$ cat config.mk
export PLATFORM = sky130hd
export DESIGN_NAME = mfd_store
export DESIGN_NICKNAME = d
export VERILOG_FILES = /design/src/design/mfd_pkg.sv /design/src/design/mfd_store.sv
export SDC_FILE = /design/constraint.sdc
export NUM_CORES = 1
export LEC_CHECK = 0
export BUFFER_PORTS_ARGS = -buffer_cell sky130_fd_sc_hd__buf_2
export CAP_MARGIN = 20
export CELL_PAD_IN_SITES_DETAIL_PLACEMENT = 2
export CELL_PAD_IN_SITES_GLOBAL_PLACEMENT = 2
export CORE_ASPECT_RATIO = 1.4
export CORE_MARGIN = 8
export CORE_UTILIZATION = 45
export DETAILED_ROUTE_END_ITERATION = 12
export PLACE_DENSITY_LB_ADDON = 0.05
export SETUP_SLACK_MARGIN = 0.02
export SYNTH_ARGS = -nofsm -noshare
export SYNTH_HDL_FRONTEND = slang
export SYNTH_SLANG_ARGS = --single-unit
$ cat constraint.sdc
create_clock -name clk -period 1.96 [get_ports clk]
set_input_delay 0.098 -clock clk [delete_from_list [all_inputs] [get_ports clk]]
set_output_delay 0.098 -clock clk [all_outputs]
set_load 0.02 [all_outputs]
$ cat src/design/mfd_pkg.sv
// Shared types and constants for the marker-framed packet deframer.
package mfd_pkg;

    localparam int BYTE_W    = 8;
    localparam int PLEN_W    = 6;
    localparam int BIDX_W    = 5;
    localparam int CFG_IDX_W = 4;

    // Configuration register indexes
    localparam logic [CFG_IDX_W-1:0] REG_START_MARKER = CFG_IDX_W'(0);
    localparam logic [CFG_IDX_W-1:0] REG_END_MARKER   = CFG_IDX_W'(1);

    localparam logic [BYTE_W-1:0] START_MARKER_RST = 8'hAA;
    localparam logic [BYTE_W-1:0] END_MARKER_RST   = 8'h55;

    // Result status codes
    localparam logic STATUS_OK      = 1'b0;
    localparam logic STATUS_BAD_SUM = 1'b1;

    typedef struct packed {
        logic              frame_status;
        logic [BYTE_W-1:0] command_id;
        logic [PLEN_W-1:0] payload_length;
        logic [BYTE_W-1:0] payload_byte;
        logic [BIDX_W-1:0] byte_index;
        logic              last_of_frame;
    } res_t;

endpackage

$ cat src/design/mfd_store.sv
// Payload store: one write port, one read port with registered read data.
module mfd_store
    import mfd_pkg::*;
#(
    parameter int DEPTH  = 32,
    parameter int ADDR_W = 5
)
(
    input  logic              clk,
    input  logic              we,
    input  logic [ADDR_W-1:0] waddr,
    input  logic [BYTE_W-1:0] wdata,
    input  logic [ADDR_W-1:0] raddr,
    output logic [BYTE_W-1:0] rdata
);

    logic [BYTE_W-1:0] mem [DEPTH];
    logic [BYTE_W-1:0] rdata_reg;

    always_ff @(posedge clk)
    begin
        if (we)
        begin
            mem[waddr] <= wdata;
        end
        rdata_reg <= mem[raddr];
    end

    assign rdata = rdata_reg;

endmodule

==> out/metrics.sh, run 1 <==
YOSYSSEQAREASHARE_PCT=78.1
DETAIL-ROUTE-ANTENNA-NETS=0
POWER_FRAC_COMB_PCT=5.6
SYNTHESIS.INSTANCES=417
STDCELL_AREA_MM2=0.0117
MULTIINPUTGATEAREA_MM2=0.00210
SYNTH.LARGEST_AREA_CELL='edfxtp_1'
SYNTH.TOP_CELL.AREA_SHARE_PCT=76.5
HOLD_PATH_CLASS='primary input to flip-flop'
CRITPATHMAXFANOUT=1
SYNTH_COMMON_CELLS='256 x edfxtp_1, 80 x mux4_2, 33 x nor2_1'
NUMBER_OF_GLOBAL_ROUTE_VIAS_BEFORE_REPAIR=5235
HOLD_BUFFERS=0
GRT_ANTENNA_BEFORE_REPAIR=1
WORSTSETUPPATHTYPE='flip-flop to flip-flop'
SYNTHESIS.AREA_MM2=0.0101
P_LEAK_nW=3.75
FP.DIEAREA_MM2=0.0274
HOLDWS_NS=0.0630
PERIOD_MINUS_SLACK_NS=1.87
INTERNAL_POWER_mW=9.41
NETS=516
TIMING.FINAL.CRIT_SHARE_PCT=95.3
GRT_START_MAX_NET_PINS=35
REMAINING_DRC_ERRORS=0
VIAS_PER_CELL=5.63
ROUTE.VIAS.TOTAL=4568
NETLIST-CELL-TYPE-COUNT=15
CRITICAL_PATH.STARTPOINT_TYPE='flip-flop'
DETAILEDPLACEMENTHPWL_MM=16.3
GP_CONGESTION=0.786
ACHIEVABLE_FREQ_GHz=0.535
CTS_MAX_PATH_BUFFERS=3
FIN_UTIL_PCT=53.4
CRIT_SLOWEST_CELL='mux4_2'
ROWS=64
CTS_INSERTED_BUFFERS=25
DRIVE_GT1_SHARE_PCT=39.5
BOUNDARYPINS=28
SYNTH_MOST_COMMON_CELL='edfxtp_1'
FP.DIEH_UM=193
OUTCOME='complete, no violations'
FILL_CELLS=1878
INITIAL_CORE_UTIL_PCT=45.8
GROUTE.USAGE.OVERALL_PCT=19.0
WORST_PATH_DOMINANT_CELL_FAMILY='multiplexers'
POWER.SWITCHING_FRACTION_PCT=20.6
NUMBER_OF_ITERATIONS_IN_THE_FIRST_DETAILED_ROUTING_PASS=4
GRT_PASS1_WL_MM=36.4
CRITICAL_PATH.MAX_STAGE_DELAY_NS=0.56
CP_DATA_REQUIRED_TIME_NS=2.37
NUM_ANTENNA_CELLS=0
DIE_X_UM=142
GRT_OVERFLOW=0
ROUTE.DETAILED.WL_PER_INST_UM=30.6
POWERDENSITY_mW_PER_MM2=1010
CORE_REGION_AREA_MM2=0.0219
FINAL_CRITICAL_PATH_SETUP_SLACK_NS=0.0914
TIMING.CRITICAL_PATH.ARRIVAL_NS=2.27
GRT.MET3_USAGE_PCT=2.60
CRIT_PATH_CELL_TRACE='mux4_2, mux4_2, mux2_2'
CTS.CLK_SLEW.WORST_PATHS_NS=0.06
SEQUENTIALPOWERSHARE_PCT=53.3
SYNTHESIS.YOSYS.WARNINGS=0
SYNTHTOLAYOUTAREAGROWTH_PCT=16.5
PLACED_AREA_MM2=0.0109
FINALSETUPVIOLCOUNT=0
COUNT_OF_H_TREE_LEVELS_BUILT_DURING_CTS=1
NUMBER_OF_FLIP_FLOPS_IN_THE_LARGEST_REGISTER=256
SEQCELLAREA_MM2=0.00785
WORST_IR_DROP_VDD_mV=1.04
GRT.BUSIEST_LAYER='met2'
CRITPATHBUFINV=0
CLOCK_LATENCY_LATE_SINK_NS=0.52
NUMBER_OF_FLOPS_MAPPED_TO_ENABLE_CELLS_BY_YOSYS=256
COUNT_OF_STATE_ELEMENTS_AFTER_SYNTHESIS=264
FINAL-HOLD-VIOLATION-COUNT=0
WORST_PIN_SLEW_NS=0.662
FINAL_MAX_SLEW_VIOL_COUNT=0
POSTCTSRESIZEDCELLS=0
POWER.CLOCK.FRACTION_PCT=41.1
SKEW_NS=0.0136
SYNTH_NETS=437
WORST_SLEW_MARGIN_REL_PCT=55.9
SYN_AREA_PER_CELL_UM2=24.1
P_SW_mW=2.44
POSTSYNTH.TOPFLOPCELL='edfxtp_1'
SYNTHTOPCELLSBYAREA='edfxtp_1 76%, mux4_2 18%, dfxtp_1 1.6%'
GRT_USE_MET2_PCT=35.6
TRITONCTS='done'
CP_COMMON_CELL='mux4_2'
DRV_CAP=0
GR-USAGE-MET1_PCT=21.8
SETUP.WORST_PATH.END_CLASS='flip-flop'
DP_SLACK_NS=-0.148
DRTITER0DRC=351
ROUTED_WIRELENGTH_MM=24.8
RSZ0062_AT_GRT='no'
CTS.ROOT.BUFFER_CELL='clkbuf_16'
TOTAL_POWER_mW=11.9
CTS_NUM_SINKS=264
NUMPORTBUFFERS=27
SYNTHARSTFLOPSHARE_PCT=0
POSTCTSSETUPBUFFERS=0
[worst register-to-register path, delay by kind of cell (launching register included)]
| kind | cells | cell delay [ns] |
|---|---|---|
| DFF | 1 | 0.36 |
| muxes | 3 | 1.40 |
[metal layers]
metal	vias to the layer above	routed length (um)
li1	1938	-
met5	-	0
met3	45	1120
met2	107	13800
met1	2478	9170
met4	0	714
[cell families after synthesis]
kind of cell  Yosys count  share of synthesized area, %
simple gates           45                          2.07
flops                 264                          78.1
mux                    88                          18.8
buf+inv                20                          1.06
[final cells by class]
type | instances | area share (%)
flip-flops and latches | 264 | 67.0
clock inverters | 14 | 1.26
clock buffers | 31 | 5.79
multi-input cells | 133 | 17.9
well taps | 297 | 3.17
repair buffers | 72 | 4.81
[layout by cell type (no fill, tap or decap), drive strengths merged]
master	instances
edfxtp	256
mux4	80
buf	72
nor2	33
clkbuf	31
clkinv	9
mux2	8
dfxtp	8
nand3b	5
or3b	3
bufinv	3
nand3	2
clkinvlp	2
nand2	1
or3	1
[per-stage QoR]
step | setup TNS (ns) | cells
2_1_floorplan | 0 | 417
3_3_place_gp | -0.814 | 766
3_5_place_dp | -0.909 | 766
4_1_cts | 0 | 811
5_1_grt | 0 | 811
6_report | 0 | 811
[path summary, 6_finish.rpt]
check                                 from       end  slack, ns  cells after the start
worst max-delay path            mem[31][1]  rdata[1]       0.09                      3
worst min-delay path              raddr[3]  rdata[2]       0.06                      2
worst max register to register  mem[31][1]  rdata[1]       0.09                      3
worst min register to register  mem[23][4]  rdata[4]       0.91                      3
[power groups by stage]
| stage | registers, mW | logic (mW) | clock network [mW] |
|---|---|---|---|
| 2_1_floorplan | 6.44 | 0.334 | 0 |
| 3_3_place_gp | 6.43 | 0.670 | 0 |
| 3_5_place_dp | 6.43 | 0.685 | 0 |
| 4_1_cts | 6.31 | 0.688 | 5.00 |
| 5_1_grt | 6.32 | 0.710 | 5.17 |
| 6_report | 6.31 | 0.667 | 4.87 |
No activity file was read; power rests on OpenSTA's default activity.
==> run 2, diff against run 1 <==
==> constraint.sdc (replaced) <==
create_clock -name clk -period 1.96 [get_ports clk]
set_input_delay 0.196 -clock clk [delete_from_list [all_inputs] [get_ports clk]]
set_output_delay 0.196 -clock clk [all_outputs]
set_load 0.02 [all_outputs]
==> run 2 against run 1 <==
  * Maximum frequency rose by 2.0%
  * Highest routed layer unchanged
  * Global-route usage fell by 0.097 points
  * Sequential cell count did not move
  * Design area fell by 0.29%
  * Clock skew fell by 0.0031 ns
  * First-iteration DRC count fell by 21%
  * Count of clock-buffer cells in the layout fell by 3
  * Final cell count fell by 0.25%
==> out/metrics.sh, run 2 (same netlist as run 1, synthesis figures left out) <==
WORSTSETUPPATHTYPE='flip-flop to flip-flop'
NUMBER_OF_ITERATIONS_IN_THE_FIRST_DETAILED_ROUTING_PASS=4  # unchanged
DIE_X_UM=142  # unchanged
DETAILEDPLACEMENTHPWL_MM=16.2  # -0.94%
CLOCK_LATENCY_LATE_SINK_NS=0.53  # about the same
ROWS=64  # unchanged
TIMING.CRITICAL_PATH.ARRIVAL_NS=2.24  # -0.03 ns
REMAINING_DRC_ERRORS=0  # unchanged
WORST_SLEW_MARGIN_REL_PCT=53.9  # -2.0 points
TRITONCTS='done'
HOLD_BUFFERS=0  # unchanged
FILL_CELLS=1866  # -0.64%
CTS.ROOT.BUFFER_CELL='clkbuf_16'
MULTIINPUTGATEAREA_MM2=0.00210  # unchanged
PLACED_AREA_MM2=0.0109  # about the same
TIMING.FINAL.CRIT_SHARE_PCT=93.5  # -1.9 points
FINALSETUPVIOLCOUNT=0  # unchanged
NUMBER_OF_GLOBAL_ROUTE_VIAS_BEFORE_REPAIR=5124  # -2.1%
GRT_ANTENNA_BEFORE_REPAIR=0  # -1
CTS_NUM_SINKS=264  # unchanged
CTS.CLK_SLEW.WORST_PATHS_NS=0.06  # about the same
FP.DIEH_UM=193  # unchanged
ACHIEVABLE_FREQ_GHz=0.546  # +2.0%
POSTCTSSETUPBUFFERS=0  # unchanged
OUTCOME='complete, no violations'
SETUP.WORST_PATH.END_CLASS='flip-flop'
FP.DIEAREA_MM2=0.0274  # unchanged
STDCELL_AREA_MM2=0.0117  # -0.29%
DETAIL-ROUTE-ANTENNA-NETS=0  # unchanged
WORST_IR_DROP_VDD_mV=0.772  # -25%
CRITPATHMAXFANOUT=1  # unchanged
ROUTED_WIRELENGTH_MM=24.7  # -0.54%
POWERDENSITY_mW_PER_MM2=1000  # -1.1%
WORST_PIN_SLEW_NS=0.691  # +0.0295 ns
GRT_PASS1_WL_MM=36.5  # +0.21%
FINAL_MAX_SLEW_VIOL_COUNT=0  # unchanged
LEADING_CELL_TYPE_IN_THE_LAYOUT_FILL_AND_TAPS_EXCLUDED='edfxtp_1'
CP_DATA_REQUIRED_TIME_NS=2.37  # about the same
BOUNDARYPINS=28  # unchanged
VIAS_PER_CELL=5.60  # -0.63%
SEQCELLAREA_MM2=0.00785  # unchanged
CTS_MAX_PATH_BUFFERS=3  # unchanged
NUMBER_OF_FLIP_FLOPS_IN_THE_LARGEST_REGISTER=256  # unchanged
COUNT_OF_H_TREE_LEVELS_BUILT_DURING_CTS=1  # unchanged
DRTITER0DRC=279  # -21%
TOTAL_POWER_mW=11.7  # -1.4%
GRT_OVERFLOW=0  # unchanged
POSTCTSRESIZEDCELLS=0  # unchanged
SKEW_NS=0.0105  # -0.00306 ns
TIMING.SETUP.TNS_NS=0  # unchanged
CORE_REGION_AREA_MM2=0.0219  # unchanged
GROUTE.USAGE.OVERALL_PCT=18.9  # -0.097 points
HOLD_PATH_CLASS='primary input to flip-flop'
DRV_CAP=0  # unchanged
ROUTE.DETAILED.WL_PER_INST_UM=30.5  # -0.29%
P_LEAK_nW=3.73  # -0.48%
NUM_ANTENNA_CELLS=0  # unchanged
CRITICAL_PATH.STARTPOINT_TYPE='flip-flop'
SYNTHTOLAYOUTAREAGROWTH_PCT=16.1
ROUTE.VIAS.TOTAL=4528  # -0.88%
CTS_INSERTED_BUFFERS=25  # unchanged
PERIOD_MINUS_SLACK_NS=1.83  # -0.0369 ns
GRT_START_MAX_NET_PINS=33  # -5.7%
FINAL-HOLD-VIOLATION-COUNT=0  # unchanged
NUMPORTBUFFERS=27  # unchanged
DRIVE_GT1_SHARE_PCT=38.3  # -1.2 points
NETS=515  # -0.19%
GP_CONGESTION=0.730  # -7.1%
MOST-COMMON-LAYOUT-CELLS='256 x edfxtp_1, 80 x mux4_2, 37 x buf_4'
RSZ0062_AT_GRT='no'
INITIAL_CORE_UTIL_PCT=45.8  # unchanged
## run 2: changes by cell type in the layout (fill, tap and decap cells not counted), sizes merged
cell	delta
inv	+1
clkinv	+3
clkinvlp	-2
clkbuf	-3
buf	-1
## run 2: worst max-delay path: stages, from the launching register on
cell      delay (ns)
edfxtp_1        0.37
mux4_2          0.53
mux4_2          0.54
mux2_2          0.28
## run 2: worst paths after layout
kind              endpoint  cells past startpoint  slack, ns       start
setup / recovery  rdata[2]                      3       0.13   mem[5][2]
hold / removal    rdata[5]                      2       0.11    raddr[3]
setup reg to reg  rdata[2]                      3       0.13   mem[5][2]
hold reg to reg   rdata[5]                      3       0.91  mem[13][5]
## run 2: power by group
group	total (mW)	leakage [nW]	internal [mW]	switching (mW)
clock	4.72	0.389	2.72	2.00
sequential	6.30	2.37	6.28	0.0227
combinational	0.666	0.969	0.289	0.377
total	11.7	3.73	9.28	2.40
## run 2: area by class of cell
class | instances | area share [%]
flip-flops and latches | 264 | 67.2
repair buffers | 71 | 4.87
well taps | 297 | 3.18
clock inverters | 16 | 1.29
clock buffers | 28 | 5.46
multi-input cells | 133 | 18.0
## run 2: per-stage QoR
step	hold slack, ns	setup WS (ns)	util, %	std cells
after floorplan	0.295	0.0785	-	417
after global placement	0.617	-0.182	49.6	765
after detailed placement	0.619	-0.168	49.6	765
after CTS	0.0923	0.114	53.2	809
after global routing	0.117	0.0962	53.2	809
final	0.111	0.128	53.2	809
## run 2: layer usage
metal	global-route usage (%)	up-vias	share of wire, %
li1	-	1935	-
met4	5.08	0	2.0
met5	0	-	0
met1	23.1	2479	40
met3	2.15	29	3.3
met2	34.6	85	55
